<file path="src/sv/vbst_pkg.sv">
// shared constants and types for the valid bitmap slot table
package vbst_pkg;

  localparam int TABLE_DEPTH = 64;
  localparam int SLOT_W      = $clog2(TABLE_DEPTH);
  localparam int COUNT_W     = SLOT_W + 1;
  localparam int HANDLE_W    = 32;
  localparam int OPCODE_W    = 2;

  typedef logic [OPCODE_W-1:0] opcode_t;

  localparam opcode_t OP_ADD    = 2'd0;
  localparam opcode_t OP_DELETE = 2'd1;
  localparam opcode_t OP_GET    = 2'd2;

  typedef enum logic [1:0] {
    ST_OK      = 2'd0,
    ST_NULL    = 2'd1,
    ST_FULL    = 2'd2,
    ST_MISSING = 2'd3
  } status_t;

  typedef enum logic {
    S_IDLE = 1'b0,
    S_SCAN = 1'b1
  } state_t;

  localparam logic [COUNT_W-1:0] DEPTH_COUNT = COUNT_W'(TABLE_DEPTH);

endpackage

</file>
<file path="src/sv/valid_bitmap_slot_table.sv">
// valid bitmap slot table: handle slots with add, delete and get-n-th requests
//
// requests come in on in_valid/in_stall with opcode, handle and position;
// results leave on out_valid/out_stall with status, slot, found_handle and
// live_count. each request gives exactly one result.
// a request is taken only while the block is idle (in_stall low), then one
// shared slot walker steps through the table one slot per cycle, reading the
// handle memory through its registered read port and testing one slot at a
// time. add walks up to capacity_in_use slots, delete and get walk up to the
// high-water mark. a walk ends at the first hit or once every slot in range
// has been tested; null handles, unused opcodes, out-of-range gets and walks
// of no slots finish without testing any slot. the result becomes valid in
// the same cycle as the block is idle again.
// the result sits in an output register, so a new request is taken while the
// previous result still waits; if the receiver stalls when the next result is
// ready, the walker holds until the output register frees up.
// cfg_we/cfg_data write capacity_in_use (0 or above 64 means 64).
// rst clears all valid bits, the live count, the high-water mark and sets the
// capacity to 64; stored handles are not cleared.
module valid_bitmap_slot_table import vbst_pkg::*; (
  input  logic                clk,
  input  logic                rst,
  input  logic                in_valid,
  output logic                in_stall,
  input  logic [1:0]          opcode,
  input  logic [HANDLE_W-1:0] handle,
  input  logic [SLOT_W-1:0]   position,
  output logic                out_valid,
  input  logic                out_stall,
  output logic [1:0]          status,
  output logic [SLOT_W-1:0]   slot,
  output logic [HANDLE_W-1:0] found_handle,
  output logic [COUNT_W-1:0]  live_count,
  input  logic                cfg_we,
  input  logic [COUNT_W-1:0]  cfg_data
);

  state_t state, state_next;

  logic [COUNT_W-1:0]     capacity_in_use;
  logic [TABLE_DEPTH-1:0] slot_valid;
  logic [COUNT_W-1:0]     valid_total, valid_total_next;
  logic [COUNT_W-1:0]     high_water;
  logic [HANDLE_W-1:0]    handle_store [TABLE_DEPTH];

  opcode_t             op_q;
  logic [HANDLE_W-1:0] handle_q;
  logic [SLOT_W-1:0]   pos_q;
  logic                early;
  status_t             early_status;

  logic [COUNT_W-1:0]  idx;
  logic                p_valid;
  logic [SLOT_W-1:0]   p_idx;
  logic [COUNT_W-1:0]  seen;
  logic [HANDLE_W-1:0] rd_data;

  logic [COUNT_W-1:0] cap_eff, lim_cur;
  logic               accept, issue, hit, done_ready, out_free, advance, finish;
  status_t            res_status, in_early_status;
  logic               in_early;

  assign accept   = in_valid && (state == S_IDLE);
  assign in_stall = (state != S_IDLE);
  assign out_free = !out_valid || !out_stall;

  assign cap_eff = (capacity_in_use == '0 || capacity_in_use > DEPTH_COUNT) ?
                   DEPTH_COUNT : capacity_in_use;

  // decisions that need no walk
  always_comb begin
    in_early        = 1'b0;
    in_early_status = ST_MISSING;
    case (opcode)
      OP_ADD, OP_DELETE: begin
        if (handle == '0) begin
          in_early        = 1'b1;
          in_early_status = ST_NULL;
        end
      end
      OP_GET: begin
        if ({1'b0, position} >= valid_total) begin
          in_early = 1'b1;
        end
      end
      default: begin
        in_early = 1'b1;
      end
    endcase
  end

  always_comb begin
    lim_cur = (op_q == OP_ADD) ? cap_eff : high_water;
    issue   = (idx < lim_cur);
    hit     = 1'b0;
    if (p_valid) begin
      case (op_q)
        OP_ADD:    hit = !slot_valid[p_idx];
        OP_DELETE: hit = slot_valid[p_idx] && (rd_data == handle_q);
        OP_GET:    hit = slot_valid[p_idx] && (seen == {1'b0, pos_q});
        default:   hit = 1'b0;
      endcase
    end
    done_ready = early || hit || (!p_valid && !issue);

    if (early) begin
      res_status = early_status;
    end else if (hit) begin
      res_status = ST_OK;
    end else if (op_q == OP_ADD) begin
      res_status = ST_FULL;
    end else begin
      res_status = ST_MISSING;
    end

    valid_total_next = valid_total;
    if (!early && hit) begin
      if (op_q == OP_ADD) begin
        valid_total_next = valid_total + 1'b1;
      end else if (op_q == OP_DELETE) begin
        valid_total_next = valid_total - 1'b1;
      end
    end
  end

  always_comb begin
    state_next = state;
    advance    = 1'b0;
    finish     = 1'b0;
    case (state)
      S_IDLE: begin
        if (accept) begin
          state_next = S_SCAN;
        end
      end
      S_SCAN: begin
        if (done_ready) begin
          if (out_free) begin
            finish     = 1'b1;
            state_next = S_IDLE;
          end
        end else begin
          advance = 1'b1;
        end
      end
      default: begin
        state_next = S_IDLE;
      end
    endcase
  end

  always_ff @(posedge clk) begin
    if (rst) begin
      state <= S_IDLE;
    end else begin
      state <= state_next;
    end
  end

  always_ff @(posedge clk) begin
    if (rst) begin
      capacity_in_use <= DEPTH_COUNT;
    end else if (cfg_we) begin
      capacity_in_use <= cfg_data;
    end
  end

  // request capture and slot walker
  always_ff @(posedge clk) begin
    if (rst) begin
      p_valid <= 1'b0;
      idx     <= '0;
      seen    <= '0;
      early   <= 1'b0;
    end else if (accept) begin
      op_q         <= opcode;
      handle_q     <= handle;
      pos_q        <= position;
      early        <= in_early;
      early_status <= in_early_status;
      idx          <= '0;
      p_valid      <= 1'b0;
      seen         <= '0;
    end else if (advance) begin
      p_valid <= issue;
      p_idx   <= idx[SLOT_W-1:0];
      if (issue) begin
        idx <= idx + 1'b1;
      end
      if (p_valid && slot_valid[p_idx] && op_q == OP_GET) begin
        seen <= seen + 1'b1;
      end
    end
  end

  always_ff @(posedge clk) begin
    if (advance && issue) begin
      rd_data <= handle_store[idx[SLOT_W-1:0]];
    end
  end

  always_ff @(posedge clk) begin
    if (finish && !early && hit && op_q == OP_ADD) begin
      handle_store[p_idx] <= handle_q;
    end
  end

  // table state update
  always_ff @(posedge clk) begin
    if (rst) begin
      slot_valid  <= '0;
      valid_total <= '0;
      high_water  <= '0;
    end else if (finish && !early && hit) begin
      valid_total <= valid_total_next;
      if (op_q == OP_ADD) begin
        slot_valid[p_idx] <= 1'b1;
        if ({1'b0, p_idx} >= high_water) begin
          high_water <= {1'b0, p_idx} + 1'b1;
        end
      end else if (op_q == OP_DELETE) begin
        slot_valid[p_idx] <= 1'b0;
      end
    end
  end

  // result register
  always_ff @(posedge clk) begin
    if (rst) begin
      out_valid <= 1'b0;
    end else if (finish) begin
      out_valid <= 1'b1;
    end else if (!out_stall) begin
      out_valid <= 1'b0;
    end
  end

  always_ff @(posedge clk) begin
    if (finish) begin
      status       <= res_status;
      slot         <= (res_status == ST_OK) ? p_idx : '0;
      found_handle <= (res_status == ST_OK && op_q == OP_GET) ? rd_data : '0;
      live_count   <= valid_total_next;
    end
  end

endmodule

</file>
<file path="config.mk">
export PLATFORM = sky130hd
export DESIGN_NAME = valid_bitmap_slot_table
export DESIGN_NICKNAME = d
export VERILOG_FILES = /design/src/sv/vbst_pkg.sv /design/src/sv/valid_bitmap_slot_table.sv
export SDC_FILE = /design/constraint.sdc
export NUM_CORES = 2
export LEC_CHECK = 0
export BUFFER_PORTS_ARGS = -buffer_cell sky130_fd_sc_hd__buf_2
export CORE_MARGIN = 10
export CORE_UTILIZATION = 45
export DETAILED_ROUTE_END_ITERATION = 10
export GPL_ROUTABILITY_DRIVEN = 0
export SLEW_MARGIN = 20
export SYNTH_ARGS = -nofsm -noshare
export SYNTH_HDL_FRONTEND = slang
export SYNTH_SLANG_ARGS = --single-unit
</file>
<file path="constraint.sdc">
create_clock -name clk -period 7.9 [get_ports clk]
set_input_delay 1.185 -clock clk [delete_from_list [all_inputs] [get_ports clk]]
set_output_delay 1.185 -clock clk [all_outputs]
set_load 0.05 [all_outputs]
</file>
; ---- After elaboration in Yosys (flattened, before gate mapping)
; Memories as Yosys holds them, arrays and structs flattened. A register that Yosys moved wholly into a read port is not among the register bits.
; Cells that the tools add are included.
[word_totals]
ram_bits = 2048
inputBits = 52
ff_bits = 198
n_memories = 1
wordCells = 114
[mem_list]
columns = memory, words, width, rd, rd_ports_with_merged_regs, wr, line
row1 = handle_store, 64, 32, 1, 1, 1, valid_bitmap_slot_table.sv:44  ; logic [HANDLE_W-1:0] handle_store [TABLE_DEPTH];
[op_classes]
n_lt_le_gt_ge = 6
n_reduce_logical = 37
n_addsub = 5
eq_ne = 7
bitwise_logic = 6
mux = 33
[ops]
columns = op, n
row1 = $mux W64, 2
row2 = $and A64 B64 Y64, 1
row3 = $not A64 Y64, 1
row4 = $or A64 B64 Y64, 1
row5 = $mux W7, 5
row6 = $eq A32 B32 Y1, 1
row7 = $logic_not A32 Y1, 1
row8 = $add A7 B1 Y7 const B, 3
row9 = $mux W1, 18
row10 = $ge A6 B7 Y1, 2
row11 = $logic_and A1 B1 Y1, 13
row12 = $reduce_and A2 Y1, 4
row13 = $add A6 B1 Y7 const B, 1
row14 = $eq A7 B6 Y1, 1
row15 = $gt A7 B7 Y1 const B, 1
row16 = $logic_not A7 Y1, 1
row17 = $lt A6 B7 Y1 const B, 1
row18 = $lt A7 B7 Y1, 1
row19 = $sub A7 B1 Y7 const B, 1
row20 = $bmux W1 S6, 1
row21 = $demux W1 S6, 1
row22 = $ge A6 B1 Y1 const B, 1
row23 = $logic_not A1 Y1, 6
row24 = $logic_not A2 Y1, 3
row25 = 11 further kinds, 23

; ---- Depth between registers and ports, before layout
[logic_depth]
depth_word = 15
mapped_depth = 15
depth_no_buf = 13

; ---- Worst setup path before layout
; OpenSTA, ideal clock, no wires.
[synth_timing]
path_type = register -> register
from = reg p_idx[1]
to = mem handle_store[28][0], enable pin
synth_period_minus_slack_ns = 6.049
arrival_time_ns = 5.547
path_slack_ns = 1.851
required_ns = 7.399
stages_incl_launch_ff = 11
cell_sequence = edfxtp_1 > buf_2 > buf_2 > nand3b_1 > a21oi_1 > o41ai_1 > nand4_1 > nor4_4 > o21ai_1 > clkbuf_1 > nor4_1
[synth_via]
elab_chain_cells = 14
elab_cells_between_ends = 16
[synth_rtl]
columns = item, line
row1 = "start, declared", valid_bitmap_slot_table.sv:54  ; logic [SLOT_W-1:0] p_idx;
row2 = "start signal, assigned", valid_bitmap_slot_table.sv:186  ; p_idx <= idx[SLOT_W-1:0];
row3 = $bmux W1 S6, "valid_bitmap_slot_table.sv:98, valid_bitmap_slot_table.sv:99, valid_bitmap_slot_table.sv:100"
row4 = $mux W1 (implied by the code), "valid_bitmap_slot_table.sv:98, valid_bitmap_slot_table.sv:99, valid_bitmap_slot_table.sv:100"
row5 = "$logic_and A1 B1 Y1, or another cell as far along", valid_bitmap_slot_table.sv:100  ; OP_GET: hit = slot_valid[p_idx] && (seen == {1'b0, pos_q});
row6 = $pmux W1 S3, valid_bitmap_slot_table.sv:97  ; case (op_q)
row7 = $mux W1, valid_bitmap_slot_table.sv:96  ; if (p_valid) begin
row8 = $logic_or A1 B1 Y1 (2 in a row), valid_bitmap_slot_table.sv:104  ; done_ready = early || hit || (!p_valid && !issue);
row9 = $mux W1, valid_bitmap_slot_table.sv:137  ; if (done_ready) begin
row10 = $mux W1, valid_bitmap_slot_table.sv:130  ; case (state)
row11 = $logic_and A1 B1 Y1 (3 in a row), valid_bitmap_slot_table.sv:203  ; if (finish && !early && hit && op_q == OP_ADD) begin
row12 = $mux W1, valid_bitmap_slot_table.sv:203
row13 = $mux W1 (implied by the code), valid_bitmap_slot_table.sv:204  ; handle_store[p_idx] <= handle_q;
row14 = "end, declared", valid_bitmap_slot_table.sv:44
; Several ways; a longest one is shown, not always the timed one. The select of a mux whose other input is x is not followed.

; ---- Worst setup path in the final report
[layout_timing]
from = reg p_idx[1]
to = mem handle_store[14][12], enable pin
; Same word-level chain as after synthesis.

==> results.toml <==
[run_status]
outcome = "finished clean"

[worst_setup_path]
max_stage_delay_ps = 890
crit_slowest_cell = "edfxtp_1"
crit_fanout = 25
critical_path_class = "reg2reg"
crit_arrival_ps = 6430
cpMostUsedCell = "buf_4"
startpoint_type = "flop"
worst-path-buf-inv = 4
endpoint_kind = "flop"
required_ps = 8410
crit_family = "simple AND/OR/NAND/NOR gates"
worstPathCellList = "buf_4 > mux2_2 > a221o_1 > a22oi_1 > nor2_1 > nor4_4 > o21a_1 > buf_4 > nand2_2 > buf_4 > nor3_2 > buf_4"

[finish]
multi_input_area_sq_um = 20200
drive_gt1_frac = 0.303
final_nets = 4227
seq_area_sq_um = 67400
fin_util = 0.512
area_delta_synth_final_pct = 13.0
fillers = 15300
final_cells = 6967

[power_and_ir_drop]
p_seq_frac = 0.548
p_leak_nw = 30.0
power_per_cell_area_nw_per_um2 = 243
p_switching_w = 0.00503
pwr-share-clk = 0.427
total_power_w = 0.0242
switching_share = 0.207
p_comb_frac = 0.025
internal_power_w = 0.0192
ir_drop_uv = 238

[grt]
grt_antenna_before_repair = 24
grt_usage = 0.199
grt-ovfl-total = 0
grt_pass1_wl_um = 314000
grt_start_max_net_pins = 97
grt_pass1_vias = 41800

[die]
rows = 162
initial_core_util = 0.453
core_area_sq_um = 195000
die_x_um = 463
dieArea_sq_um = 214000
ios = 101
fp.dieH_um = 463

[detailed_routing]
post_drt_wl_per_cell_um = 31.0
drc = 0
vias = 41800
dr.pass1.iters = 6
avgViaCountPerCell = 6.00
ant_nets = 0
drt_wl_total_um = 216000
drt-initial-drc-count = 5083

[logic_synthesis]
yosysWarnings = 0
synth.area.top_cells = "edfxtp_1, mux4_2, dfxtp_1, clkbuf_1, nor4_1"
async_flop_share = 0
synth-seq-cells = 2277
yosys.area.top_type_share = 0.739
seq_area_frac_synth = 0.763
synth_most_common_cell = "edfxtp_1"
syn_nets = 4010
yosys.area.top_type = "edfxtp_1"
avgSynthCellArea_sq_um = 22.5
synth_edf_count = 2174
yosys.cell_types.count = 63
synthesis.area_sq_um = 88300
ys_top_cells_by_count = "edfxtp_1, mux4_2, clkbuf_1, dfxtp_1, nor4_1"
ys.flop_type = "edfxtp_1"
synthCells = 3931

[timing]
rsz0062_at_grt = "false"
skew_ps = 54.1
fin_crit_ps = 5920
fin_crit_sh = 0.749
setup_viol = 0
drv_slew = 0
fmax_mhz = 169
tns_ps = 0
worst_slew_pin_slew_ps = 1130
hold_viol_final = 0
slew_headroom = 0.243

[clocking]
holdBufCountCts = 0
clk_latency_ps = 870
cts.repair.resized = 0
cts_tree = "built"
clockBufferDepth = 3
root_buffer = "clkbuf_16"
cts_setup_buffers = 0
clock-sinks = 2277
htreeDepth = 4
clkTransAtPathRegs_ps = 60
cts_buffers = 224

[min_path]
hold_path.class = "reg2reg"

[place]
portBuffers = 100
post-place-cells = 6546
hpwlAfterDp_um = 129000

[job]
max_cap_violations = 0
## cells in the final DEF (no fill, tap or decap), types with 37 or more instances in the layout
| master | count |
|---|---|
| edfxtp_1 | 2174 |
| mux4_2 | 677 |
| clkbuf_16 | 224 |
| buf_4 | 115 |
| buf_2 | 100 |
| dfxtp_1 | 97 |
| clkbuf_1 | 55 |
| nand2b_1 | 49 |
| clkinv_1 | 47 |
| nor2_1 | 46 |
| xnor2_1 | 46 |
| clkinv_2 | 46 |
| nor4_1 | 43 |
| o22ai_1 | 41 |
| and3_1 | 38 |
| nand2_1 | 37 |
| inv_1 | 37 |
## through the flow
stage	setup slack, ps	hold WS (ps)	instance area, sq um
detailed placement	2020	471	92600
global placement	2020	464	92600
floorplan	1850	435	88300
global route	1680	484	99800
CTS	1980	464	99800
finish	1980	482	99800
## worst register-to-register path, cell delays in order, from the launching register on
cell and delay (ps):
edfxtp_1 890, buf_4 370, mux2_2 360, a221o_1 290
a22oi_1 200, nor2_1 100, nor4_4 890, o21a_1 250
buf_4 290, nand2_2 340, buf_4 330, nor3_2 770
buf_4 450
## layout make-up
cell class | instances | share of cell area
flip-flops and latches | 2277 | 0.675
diodes | 6 | 0.000150
repair buffers | 226 | 0.0159
clock buffers | 283 | 0.0587
multi-input cells | 1374 | 0.203
well taps | 2624 | 0.0329
inverters | 45 | 0.00169
clock inverters | 132 | 0.0129
## path summary, 6_finish.rpt
kind	startpoint	endpoint	slack (ps)	cells after the start
hold reg to reg	flop	flop	480	2
hold / removal	flop	flop	480	2
setup reg to reg	p_idx[1]	handle_store[14][12]	1980	12
setup / recovery	p_idx[1]	handle_store[14][12]	1980	12
## power groups by stage
| stage | logic, W | clock network (W) | registers [W] |
|---|---|---|---|
| 2_1_floorplan | 0.000244 | 0 | 0.0137 |
| 3_3_place_gp | 0.000606 | 0 | 0.0135 |
| 3_5_place_dp | 0.000619 | 0 | 0.0135 |
| 4_1_cts | 0.000620 | 0.0105 | 0.0133 |
| 5_1_grt | 0.000656 | 0.0110 | 0.0133 |
| 6_report | 0.000612 | 0.0103 | 0.0133 |
## kinds of logic after synthesis
logic type      count (synthesis)  synth area share
compound gates                175            0.0137
xor+xnor                       51           0.00506
fa+ha+maj                      27           0.00383
buf+inv                       280            0.0121
flops                        2277             0.763
mux                           708             0.176
simple gates                  413            0.0263
## sequential cells by signal, indices dropped and copies added (netlist names), 2 cells and up, named ones only
| signal | cells |
|---|---|
| capacity_in_use | 7 |
| found_handle | 32 |
| handle_q | 32 |
| handle_store | 2048 |
| high_water | 7 |
| idx | 7 |
| live_count | 7 |
| op_q | 2 |
| p_idx | 6 |
| pos_q | 6 |
| rd_data | 32 |
| seen | 7 |
| slot | 6 |
| status | 2 |
| valid_total | 7 |
## per-layer routing
metal | global-route usage | vias to the layer above | wire length, um
li1 | - | 17200 | -
met1 | 0.296 | 22600 | 93600
met2 | 0.308 | 1609 | 102000
met3 | 0.0364 | 310 | 16100
met4 | 0.0444 | 8 | 4430
met5 | 0 | - | 59
Note: power is estimated with default switching activity, not from simulation.
